`src/assert_macros.svh`:
```
// Assertion helpers shared by the RTL.
`ifndef ASSERT_MACROS_SVH
`define ASSERT_MACROS_SVH

`ifndef ASSERT_OFF
`define QPV_ASSERT(lbl, clk, rst, prop, msg) \
   lbl: assert property (@(posedge clk) disable iff (rst) prop) else $error(msg);
`define QPV_ASSERT_ALWAYS(lbl, clk, prop, msg) \
   lbl: assert property (@(posedge clk) prop) else $error(msg);
`else
`define QPV_ASSERT(lbl, clk, rst, prop, msg)
`define QPV_ASSERT_ALWAYS(lbl, clk, prop, msg)
`endif

`endif

```
`src/qpv_pkg.sv`:
```
package qpv_pkg;

   localparam int AXES_DEF = 2;

   localparam int DATA_W   = 32;
   localparam int DT_W     = 16;
   localparam int DIV_BITS = 2;

   localparam logic OP_SAMPLE = 1'b0;
   localparam logic OP_UPDATE = 1'b1;

   typedef struct packed {
      logic        opcode;
      logic        axis_select;
      logic        pin_a;
      logic        pin_b;
      logic [31:0] now_ms;
   } req_type;

   typedef struct packed {
      logic signed [31:0] position;
      logic signed [31:0] velocity;
      logic signed [31:0] acceleration;
      logic               rate_updated;
   } rsp_type;

   // quadrature step from {old_b, old_a, new_b, new_a}
   function automatic logic [DATA_W-1:0] dir_step(input logic [3:0] idx);
      logic [DATA_W-1:0] step;
      unique case (idx)
         4'd2, 4'd4, 4'd11, 4'd13: step = DATA_W'(1);
         4'd1, 4'd7, 4'd8, 4'd14:  step = '1;
         default:                  step = '0;
      endcase
      return step;
   endfunction

endpackage

```
`src/qpv_div.sv`:
```
`include "assert_macros.svh"

module qpv_div (
   input  logic                            clock,
   input  logic                            reset,
   input  logic                            start,
   input  logic [qpv_pkg::DATA_W-1:0]      dividend,
   input  logic [qpv_pkg::DT_W-2:0]        divisor,
   output logic                            done,
   output logic [qpv_pkg::DATA_W-1:0]      quotient
);

   localparam int DW    = qpv_pkg::DATA_W;
   localparam int RW    = qpv_pkg::DT_W - 1;
   localparam int STEPS = qpv_pkg::DATA_W / qpv_pkg::DIV_BITS;
   localparam int CW    = (STEPS > 1) ? $clog2(STEPS) : 1;

   logic          busy_ff;
   logic          done_ff;
   logic [CW-1:0] cnt_ff;
   logic [RW-1:0] rem_ff;
   logic [DW-1:0] quo_ff;
   logic [RW-1:0] div_ff;

   logic [RW-1:0] rem_in;
   logic [DW-1:0] quo_in;

   always_comb begin
      logic [RW:0]   r;
      logic [DW-1:0] q;
      r = {1'b0, rem_ff};
      q = quo_ff;
      for (int i = 0; i < qpv_pkg::DIV_BITS; i++) begin
         r = {r[RW-1:0], q[DW-1]};
         q = {q[DW-2:0], 1'b0};
         if (r >= {1'b0, div_ff}) begin
            r    = r - {1'b0, div_ff};
            q[0] = 1'b1;
         end
      end
      rem_in = r[RW-1:0];
      quo_in = q;
   end

   always_ff @(posedge clock) begin
      if (reset) begin
         busy_ff <= 1'b0;
         done_ff <= 1'b0;
         cnt_ff  <= '0;
      end else begin
         done_ff <= 1'b0;
         if (start) begin
            busy_ff <= 1'b1;
            cnt_ff  <= '0;
            rem_ff  <= '0;
            quo_ff  <= dividend;
            div_ff  <= divisor;
         end else if (busy_ff) begin
            rem_ff <= rem_in;
            quo_ff <= quo_in;
            cnt_ff <= cnt_ff + CW'(1);
            if (cnt_ff == CW'(STEPS - 1)) begin
               busy_ff <= 1'b0;
               done_ff <= 1'b1;
            end
         end
      end
   end

   assign done     = done_ff;
   assign quotient = quo_ff;

   `QPV_ASSERT(a_start_idle, clock, reset, start |-> !busy_ff, "divider restarted while busy")
   `QPV_ASSERT(a_done_after_busy, clock, reset, done_ff |-> $past(busy_ff), "done without run")
   `QPV_ASSERT(a_rem_bound, clock, reset, busy_ff |-> (rem_ff < div_ff), "remainder out of range")

endmodule

```
`src/quadrature_position_velocity_top.sv`:
```
// Two-axis quadrature position and velocity block.
// req channel (req_valid/req_ready/req_data): one beat is either a pin sample
// (A/B levels of one axis) or a rate update (axis and millisecond time).
// rsp channel (rsp_valid/rsp_ready/rsp_data): exactly one beat per request,
// carrying position, velocity, acceleration and a rate_updated flag.
// Requests are handled one at a time; req_ready is high only when idle.
// Pin sample: the result goes from S_EXEC through S_EMIT into the rsp output
// register. Rate update with a positive time step: the result is set by two
// passes through the shared serial divider (2 quotient bits per cycle), for
// velocity and then acceleration; otherwise it is emitted without a division.
// A finished result sits in the rsp output register; while it waits for
// rsp_ready the block goes back to idle and takes the next request, which
// then holds in its final state until the register frees up.
// Synchronous reset clears all axis counts, pin states, timestamps and rates
// to zero and drops rsp_valid. Items for an axis at or above AXES return all
// zero fields.
`include "assert_macros.svh"

module quadrature_position_velocity_top #(
   parameter int AXES = qpv_pkg::AXES_DEF
) (
   input  logic             clock,
   input  logic             reset,
   input  logic             req_valid,
   output logic             req_ready,
   input  qpv_pkg::req_type req_data,
   output logic             rsp_valid,
   input  logic             rsp_ready,
   output qpv_pkg::rsp_type rsp_data
);

   localparam int DW  = qpv_pkg::DATA_W;
   localparam int TW  = qpv_pkg::DT_W;
   localparam int AXW = (AXES > 1) ? $clog2(AXES) : 1;

   typedef enum logic [2:0] {
      S_IDLE, S_EXEC, S_PREP, S_DIV_V, S_ADIFF, S_DIV_A, S_EMIT
   } state_type;

   state_type        state_ff;
   qpv_pkg::req_type item_ff;
   qpv_pkg::rsp_type res_ff;
   qpv_pkg::rsp_type rsp_ff;
   logic             rsp_valid_ff;

   logic [DW-1:0] count_ff [AXES];
   logic [DW-1:0] cau_ff   [AXES];
   logic [1:0]    pin_ff   [AXES];
   logic [DW-1:0] tau_ff   [AXES];
   logic [DW-1:0] speed_ff [AXES];
   logic [DW-1:0] accel_ff [AXES];

   logic [DW-1:0] change_ff;
   logic [TW-1:0] dt_ff;
   logic [DW-1:0] abs_sp_ff;
   logic [DW:0]   diff_ff;
   logic          vneg_ff;
   logic          aneg_ff;

   logic [AXW-1:0] ax;
   logic           in_range;
   logic [DW-1:0]  count_in;
   logic           dt_pos;
   logic           div_start;
   logic [DW-1:0]  div_dividend;
   logic           div_done;
   logic [DW-1:0]  div_q;
   logic           out_free;

   assign ax       = AXW'(item_ff.axis_select);
   assign in_range = (int'(item_ff.axis_select) < AXES);
   assign count_in = count_ff[ax]
                   + qpv_pkg::dir_step({pin_ff[ax], item_ff.pin_b, item_ff.pin_a});
   assign dt_pos   = !dt_ff[TW-1] && (dt_ff != '0);
   assign out_free = !rsp_valid_ff || rsp_ready;

   always_comb begin
      div_start    = 1'b0;
      div_dividend = '0;
      if (state_ff == S_PREP && dt_pos) begin
         div_start    = 1'b1;
         div_dividend = change_ff[DW-1] ? (~change_ff + DW'(1)) : change_ff;
      end else if (state_ff == S_ADIFF) begin
         div_start    = 1'b1;
         div_dividend = diff_ff[DW] ? (~diff_ff[DW-1:0] + DW'(1)) : diff_ff[DW-1:0];
      end
   end

   qpv_div u_div (
      .clock    (clock),
      .reset    (reset),
      .start    (div_start),
      .dividend (div_dividend),
      .divisor  (dt_ff[TW-2:0]),
      .done     (div_done),
      .quotient (div_q)
   );

   always_ff @(posedge clock) begin
      if (reset) begin
         state_ff     <= S_IDLE;
         rsp_valid_ff <= 1'b0;
         for (int i = 0; i < AXES; i++) begin
            count_ff[i] <= '0;
            cau_ff[i]   <= '0;
            pin_ff[i]   <= '0;
            tau_ff[i]   <= '0;
            speed_ff[i] <= '0;
            accel_ff[i] <= '0;
         end
      end else begin
         if (rsp_valid_ff && rsp_ready) begin
            rsp_valid_ff <= 1'b0;
         end
         unique case (state_ff)
            S_IDLE: begin
               if (req_valid) begin
                  item_ff  <= req_data;
                  state_ff <= S_EXEC;
               end
            end
            S_EXEC: begin
               if (!in_range) begin
                  res_ff   <= '0;
                  state_ff <= S_EMIT;
               end else if (item_ff.opcode == qpv_pkg::OP_SAMPLE) begin
                  count_ff[ax]        <= count_in;
                  pin_ff[ax]          <= {item_ff.pin_b, item_ff.pin_a};
                  res_ff.position     <= count_in;
                  res_ff.velocity     <= speed_ff[ax];
                  res_ff.acceleration <= accel_ff[ax];
                  res_ff.rate_updated <= 1'b0;
                  state_ff            <= S_EMIT;
               end else begin
                  change_ff  <= count_ff[ax] - cau_ff[ax];
                  dt_ff      <= item_ff.now_ms[TW-1:0] - tau_ff[ax][TW-1:0];
                  abs_sp_ff  <= speed_ff[ax][DW-1] ? (~speed_ff[ax] + DW'(1)) : speed_ff[ax];
                  cau_ff[ax] <= count_ff[ax];
                  state_ff   <= S_PREP;
               end
            end
            S_PREP: begin
               if (dt_pos) begin
                  vneg_ff  <= change_ff[DW-1];
                  state_ff <= S_DIV_V;
               end else begin
                  res_ff.position     <= count_ff[ax];
                  res_ff.velocity     <= speed_ff[ax];
                  res_ff.acceleration <= accel_ff[ax];
                  res_ff.rate_updated <= 1'b0;
                  state_ff            <= S_EMIT;
               end
            end
            S_DIV_V: begin
               if (div_done) begin
                  speed_ff[ax] <= vneg_ff ? (~div_q + DW'(1)) : div_q;
                  diff_ff      <= {1'b0, div_q} - {1'b0, abs_sp_ff};
                  state_ff     <= S_ADIFF;
               end
            end
            S_ADIFF: begin
               aneg_ff  <= diff_ff[DW];
               state_ff <= S_DIV_A;
            end
            S_DIV_A: begin
               if (div_done) begin
                  accel_ff[ax]        <= aneg_ff ? (~div_q + DW'(1)) : div_q;
                  tau_ff[ax]          <= item_ff.now_ms;
                  res_ff.position     <= count_ff[ax];
                  res_ff.velocity     <= speed_ff[ax];
                  res_ff.acceleration <= aneg_ff ? (~div_q + DW'(1)) : div_q;
                  res_ff.rate_updated <= 1'b1;
                  state_ff            <= S_EMIT;
               end
            end
            S_EMIT: begin
               if (out_free) begin
                  rsp_ff       <= res_ff;
                  rsp_valid_ff <= 1'b1;
                  state_ff     <= S_IDLE;
               end
            end
            default: state_ff <= S_IDLE;
         endcase
      end
   end

   assign req_ready = (state_ff == S_IDLE);
   assign rsp_valid = rsp_valid_ff;
   assign rsp_data  = rsp_ff;

   `QPV_ASSERT(a_busy_after_accept, clock, reset, (req_valid && req_ready) |=> !req_ready, "accepted beat while busy")
   `QPV_ASSERT(a_div_done_state, clock, reset, div_done |-> (state_ff == S_DIV_V || state_ff == S_DIV_A), "divider result unexpected")
   `QPV_ASSERT(a_rsp_from_emit, clock, reset, $rose(rsp_valid_ff) |-> ($past(state_ff) == S_EMIT), "result loaded outside emit")

endmodule

```
`config.mk`:
```
export PLATFORM = sky130hd
export DESIGN_NAME = quadrature_position_velocity_top
export DESIGN_NICKNAME = d
export VERILOG_FILES = /design/src/qpv_pkg.sv /design/src/qpv_div.sv /design/src/quadrature_position_velocity_top.sv
export VERILOG_INCLUDE_DIRS = /design/src /design/src/src
export SDC_FILE = /design/constraint.sdc
export NUM_CORES = 1
export LEC_CHECK = 0
export ABC_CLOCK_PERIOD_IN_PS = 12100
export BUFFER_PORTS_ARGS = -buffer_cell sky130_fd_sc_hd__buf_4
export CAP_MARGIN = 20
export CORE_ASPECT_RATIO = 1.25
export CORE_MARGIN = 2
export CORE_UTILIZATION = 57
export CTS_BUF_LIST = sky130_fd_sc_hd__clkbuf_8 sky130_fd_sc_hd__clkbuf_16
export CTS_CLUSTER_DIAMETER = 120
export DETAILED_ROUTE_END_ITERATION = 8
export HOLD_SLACK_MARGIN = 0.15
export PLACE_DENSITY = 0.74
export SETUP_SLACK_MARGIN = 0.05
export SLEW_MARGIN = 0
export SYNTH_ARGS = -nofsm -noshare
export SYNTH_HDL_FRONTEND = slang
export SYNTH_SLANG_ARGS = --single-unit
```
`constraint.sdc`:
```
create_clock -name clock -period 12.1 [get_ports clock]
set_input_delay 1.21 -clock clock [delete_from_list [all_inputs] [get_ports clock]]
set_output_delay 1.21 -clock clock [all_outputs]
set_load 0.1 [all_outputs]
```
# After elaboration in Yosys (flattened, before gate mapping)
# Memories as Yosys holds them, arrays and structs flattened. A register that Yosys moved wholly into a read port is not among the register bits.
# Index checks and enable logic that the tools add are counted.
# word_totals
latch_bits,0
mem_bits_ro,512
memories,7
ram_bits,324
input_bits,40
register_bits,417
# classes
mux,75
mul,0
bitwise_logic,6
eq_ne,13
shift,0
n_reduce_logical,28
order_cmp,2
n_addsub,11
div_mod_pow,0
# memory_table
memory,depth,width,read_ports,rd_clocked_by_memory_dff,write_ports,line,text
(name not given),16,32,1,0,0,qpv_pkg.sv:30,unique case (idx)
accel_ff,2,32,1,1,2,quadrature_position_velocity_top.sv:51,logic [DW-1:0] accel_ff [AXES];
cau_ff,2,32,1,1,2,quadrature_position_velocity_top.sv:47,logic [DW-1:0] cau_ff [AXES];
count_ff,2,32,1,1,2,quadrature_position_velocity_top.sv:46,logic [DW-1:0] count_ff [AXES];
speed_ff,2,32,1,1,2,quadrature_position_velocity_top.sv:50,logic [DW-1:0] speed_ff [AXES];
tau_ff,2,32,1,1,2,quadrature_position_velocity_top.sv:49,logic [DW-1:0] tau_ff [AXES];
1 more memories,-,-,-,-,-,-,
# op_table
operator,n
2-to-1 mux 32 bit,13
2-to-1 mux 97 bit,3
one-hot mux 97 bit (3 select lines),1
OR reduction 32 bit,5
"adder 32 x 1 -> 32 bit, second input constant",4
NOT 32 bit,4
2-to-1 mux 1 bit,46
2-to-1 mux 15 bit,3
subtractor 32 x 32 -> 33 bit,1
adder 32 bit,1
greater-or-equal comparator 16 x 15 -> 1 bit,2
subtractor 32 bit,1
2-to-1 mux 31 bit,1
subtractor 15 bit,2
one-hot mux 3 bit (7 select lines),1
2-to-1 mux 3 bit,6
nonzero test 16 bit,1
subtractor 16 bit,1
AND reduction 3 bit,5
"== test 3 bit, second input constant",3
"!= test 2 bit, second input constant",4
"== test 3 x 2 -> 1 bit, second input constant",2
AND reduction 2 bit,3
AND reduction 5 bit,1
15 further kinds,21

# Depth between registers and ports, before layout
# logic_depth
ltp_word,6
depth_mapped,23

# Modules after synthesis
# Synthesis repeated with hierarchy kept, for this count alone.
# unflattened
hier_cells,3124
hier_area_um2,36666.4
# by_module_without_submodules
module,cells_each,n_inst,area_per_inst_um2
quadrature_position_velocity_top,2735,1,32232.2
qpv_div,389,1,4434.3

# Least setup slack after synthesis
# Ideal clock, no wire load.
# synth_timing
kind,input port to flip-flop
from,input reset
to,memory cau_ff[1][0] in the netlist's numbering (enable)
cell_stages,4
n_path_buf,1
t_required_ns,11.705
arrival_ns,12.255
path_slack_ns,-0.550
cell_sequence,clkbuf_1 nor4b_1 nand2_1 nand2b_1
# synth_rtl
item,line,text
start: declaration,quadrature_position_velocity_top.sv:23,"input logic reset,"
end: declaration,quadrature_position_velocity_top.sv:47,

# Worst setup path after layout
# layout_timing
from,register u_div.quo_ff[31] (netlist: u_div.quotient[31])
to,"register u_div.rem_ff[5], data pin"
# layout_between
elab_chain_cells,5
# layout_rtl
item,line,text
start: declaration,qpv_div.sv:22,logic [DW-1:0] quo_ff;
start signal: assignment,qpv_div.sv:56,quo_ff <= dividend;
start signal: assignment,qpv_div.sv:60,quo_ff <= quo_in;
subtractor 15 bit / greater-or-equal comparator 16 x 15 -> 1 bit (equally long branches),"qpv_div.sv:37, qpv_div.sv:36",
2-to-1 mux 15 bit *,qpv_div.sv:36,"if (r >= {1'b0, div_ff}) begin"
subtractor 15 bit / greater-or-equal comparator 16 x 15 -> 1 bit (equally long branches),"qpv_div.sv:37, qpv_div.sv:36",
2-to-1 mux 15 bit *,qpv_div.sv:36,
2-to-1 mux 15 bit *,qpv_div.sv:58,end else if (busy_ff) begin
end signal: assignment,qpv_div.sv:59,rem_ff <= rem_in;
end: declaration,qpv_div.sv:21,logic [RW-1:0] rem_ff;
# Every way passes the cells marked *; elsewhere a longest branch is shown, timed or not. The select of a mux whose other input is x is not followed.
# A chain may end at the register's enable or synchronous reset.

==> reports/metrics.yaml <==
synth_seq_cells: 694
layout.nets: 3395
path_buf_inv: 4
rows: 102
synthArstFlopShare_pct: 0
min_period_ps: 7266
die_y_um: 283.7
slew_headroom_pct: 34.86
clockBufferDepth: 3
critPathMostFrequentCell: "o21ai_0"
synth_edf_count: 683
drtIter0Drc: 1959
power_density_nw_per_um2: 214.8
clock_skew_ps: 16.02
synthTopCellsByArea: "edfxtp_1 57%, ha_1 5.2%, nor2_1 4.7%"
drive_gt1_share_pct: 9.490
layout_commonest_cell: "edfxtp_1"
synth_cell_types: 77
status: "complete, no violations"
seq_area_frac_synth_pct: 58.10
grt_pass1_wl_mm: 126.7
die_x_um: 227.8
cts_sinks: 694
ctsResizeCount: 0
synth-simple-area-share_pct: 12.27
grt_max_degree: 70
dp_slack_ps: 4969
fillers: 4677
gr-usage-all-layers_pct: 24.74
cts.repair_timing.setup_buffer_count: 0
fin_crit_sh_pct: 60.05
synthesis.nets: 3272
synth-adder-area-share_pct: 5.527
core_um2: 61900
syn_area_per_cell_um2: 11.59
ys.flop_type: "edfxtp_1"
setup_ws_ps: 4834
area_growth_pct: 11.68
overflow: 0
ir_drop_uv: 127.2
die_area_um2: 64630
h-tree-depth: 3
cap_violations: 0
crit_arrival_ps: 7600
seqCellArea_um2: 20730
numPortBuffers: 122
syn_inst: 3078
p_leak_uw: 0.01559
crit_path_max_incr_delay_ps: 740
path_max_fanout: 28
clock_latency_ps: 620
crit_family: "compound AO/OA/AOI/OAI gates"
multi_input_area_um2: 14000
hold_violations: 0
diodes: 0
initial_core_util_pct: 57.65
vias: 23630
ant_nets: 0
required_ps: 12430
cts.clk_slew.worst_paths_ps: 60
cts_tree: "built"
gp_congestion: 0.9362
rsz0062_at_grt: "no"
cts_root_buffer: "clkbuf_16"
drt-total-wl_mm: 79.82
cts_hold_buf: 0
grt_pass1_vias: 23440
route.detailed.drc: 0
slowest_stage: "o21ai_0"
antenna_found_initial: 0
worstMarginPinSlew_ps: 967.0
design.portCount: 139
max_freq_ghz: 0.1376
viasPerCell: 5.780
firstDrtPassIters: 5
synthesis.area_um2: 35680
start_kind: "register"
crit_chain: "inv_1 -> ha_1 -> inv_1 -> fa_1 -> a21o_1 -> a21oi_1 -> o221ai_1 -> or4_1 -> a311oi_2 -> buf_4 -> o21ai_0 -> ha_1 -> a2111o_1 -> o21ai_0 -> o21ai_0 -> a2111oi_0 -> nor4bb_4 -> buf_4 -> mux2i_1 -> nor2_1"
hpwl_mm: 57.00
wl_per_cell_um: 19.53
yosys_warnings: 0
synth_top_family_by_area: "simple AND/OR/NAND/NOR gates"
yosysTopAreaCell: "edfxtp_1"
finalSetupViolCount: 0
cp-end-kind: "register"
synth_compound_area_share_pct: 10.80
synth_xor_area_share_pct: 6.501
slew_violations: 0
cts_buffers: 70
holdCritPathClass: "reg2reg"
yosysTopAreaCellShare_pct: 57.48
power_uw: 8558
synthMuxAreaShare_pct: 3.942
tns_ps: 0
crit_type: "reg2reg"
final_cell_mix: "683 x edfxtp_1, 449 x nor2_1, 184 x a21oi_1"
-- final cells by class --
cell class | instances | share of cell area, %
inverter | 155 | 1.460
multi-input combinational | 2117 | 35.14
timing repair buffer | 163 | 3.121
tap | 832 | 2.612
clock inverter | 56 | 1.203
sequential | 694 | 52.03
clock buffer | 71 | 4.430
-- registers in the layout, summed over array words and instances (netlist names), 33 cells and up, named ones only --
signal / count
diff_ff: 33
count_ff: 64
speed_ff: 64
res_ff: 97
cau_ff: 64
rsp_data: 97
accel_ff: 64
-- metal layers --
layer,global-route usage (%),vias to the layer above,routed length (um)
li1,-,11440,-
met1,31.33,11430,33410
met2,43.66,625,40380
met3,2.944,135,3522
met4,9.161,0,2517
met5,0,-,0
-- synth_stat cells (18+ instances only) --
master	count
a21o_1	48
nor2b_1	58
or3_1	23
o21ai_0	137
xor2_1	127
a21oi_1	185
clkbuf_1	95
xnor2_1	136
inv_1	153
nor2_1	449
ha_1	148
and2_1	38
nand2_1	178
mux2i_1	118
or4_1	19
o31ai_1	26
a211oi_1	43
a22oi_1	25
o21a_1	26
mux2_2	18
edfxtp_1	683
nand3_1	29
nand2b_1	37
nor3_1	48
-- power breakdown --
part	total, uW	internal (uW)	switching, uW
clock	2120	1200	923
combinational	3120	1200	1920
sequential	3320	3120	190
-- logic make-up after synthesis --
| logic type | after synthesis |
|---|---|
| muxes | 137 |
| DFF | 694 |
| adders and majority gates | 154 |
| AOI/OAI and AO/OA | 609 |
| xor gates and xnor gates | 264 |
| and+or+nand+nor | 953 |
| buffers and inverters | 267 |
-- metrics by stage --
stage	hold slack [ps]	cells	util, %	cell area, um2
3_5_place_dp	404.5	3960	60.71	37580
4_1_cts	418.4	4087	64.34	39820
2_1_floorplan	400.3	3078	-	35690
5_1_grt	423.8	4088	64.38	39850
6_report	415.3	4088	64.38	39850
3_3_place_gp	400.9	3960	60.71	37580
-- path summary, 6_finish.rpt --
kind	slack [ps]	from	to	cells after the start
worst min-delay path	420	res_ff[9]	rsp_data[9]	0
worst max-delay path	4830	u_div.quotient[31]	u_div.rem_ff[5]	20
worst max register to register	4830	u_div.quotient[31]	u_div.rem_ff[5]	20
worst min register to register	420	res_ff[9]	rsp_data[9]	0
Note: power is estimated with default switching activity, not from simulation.
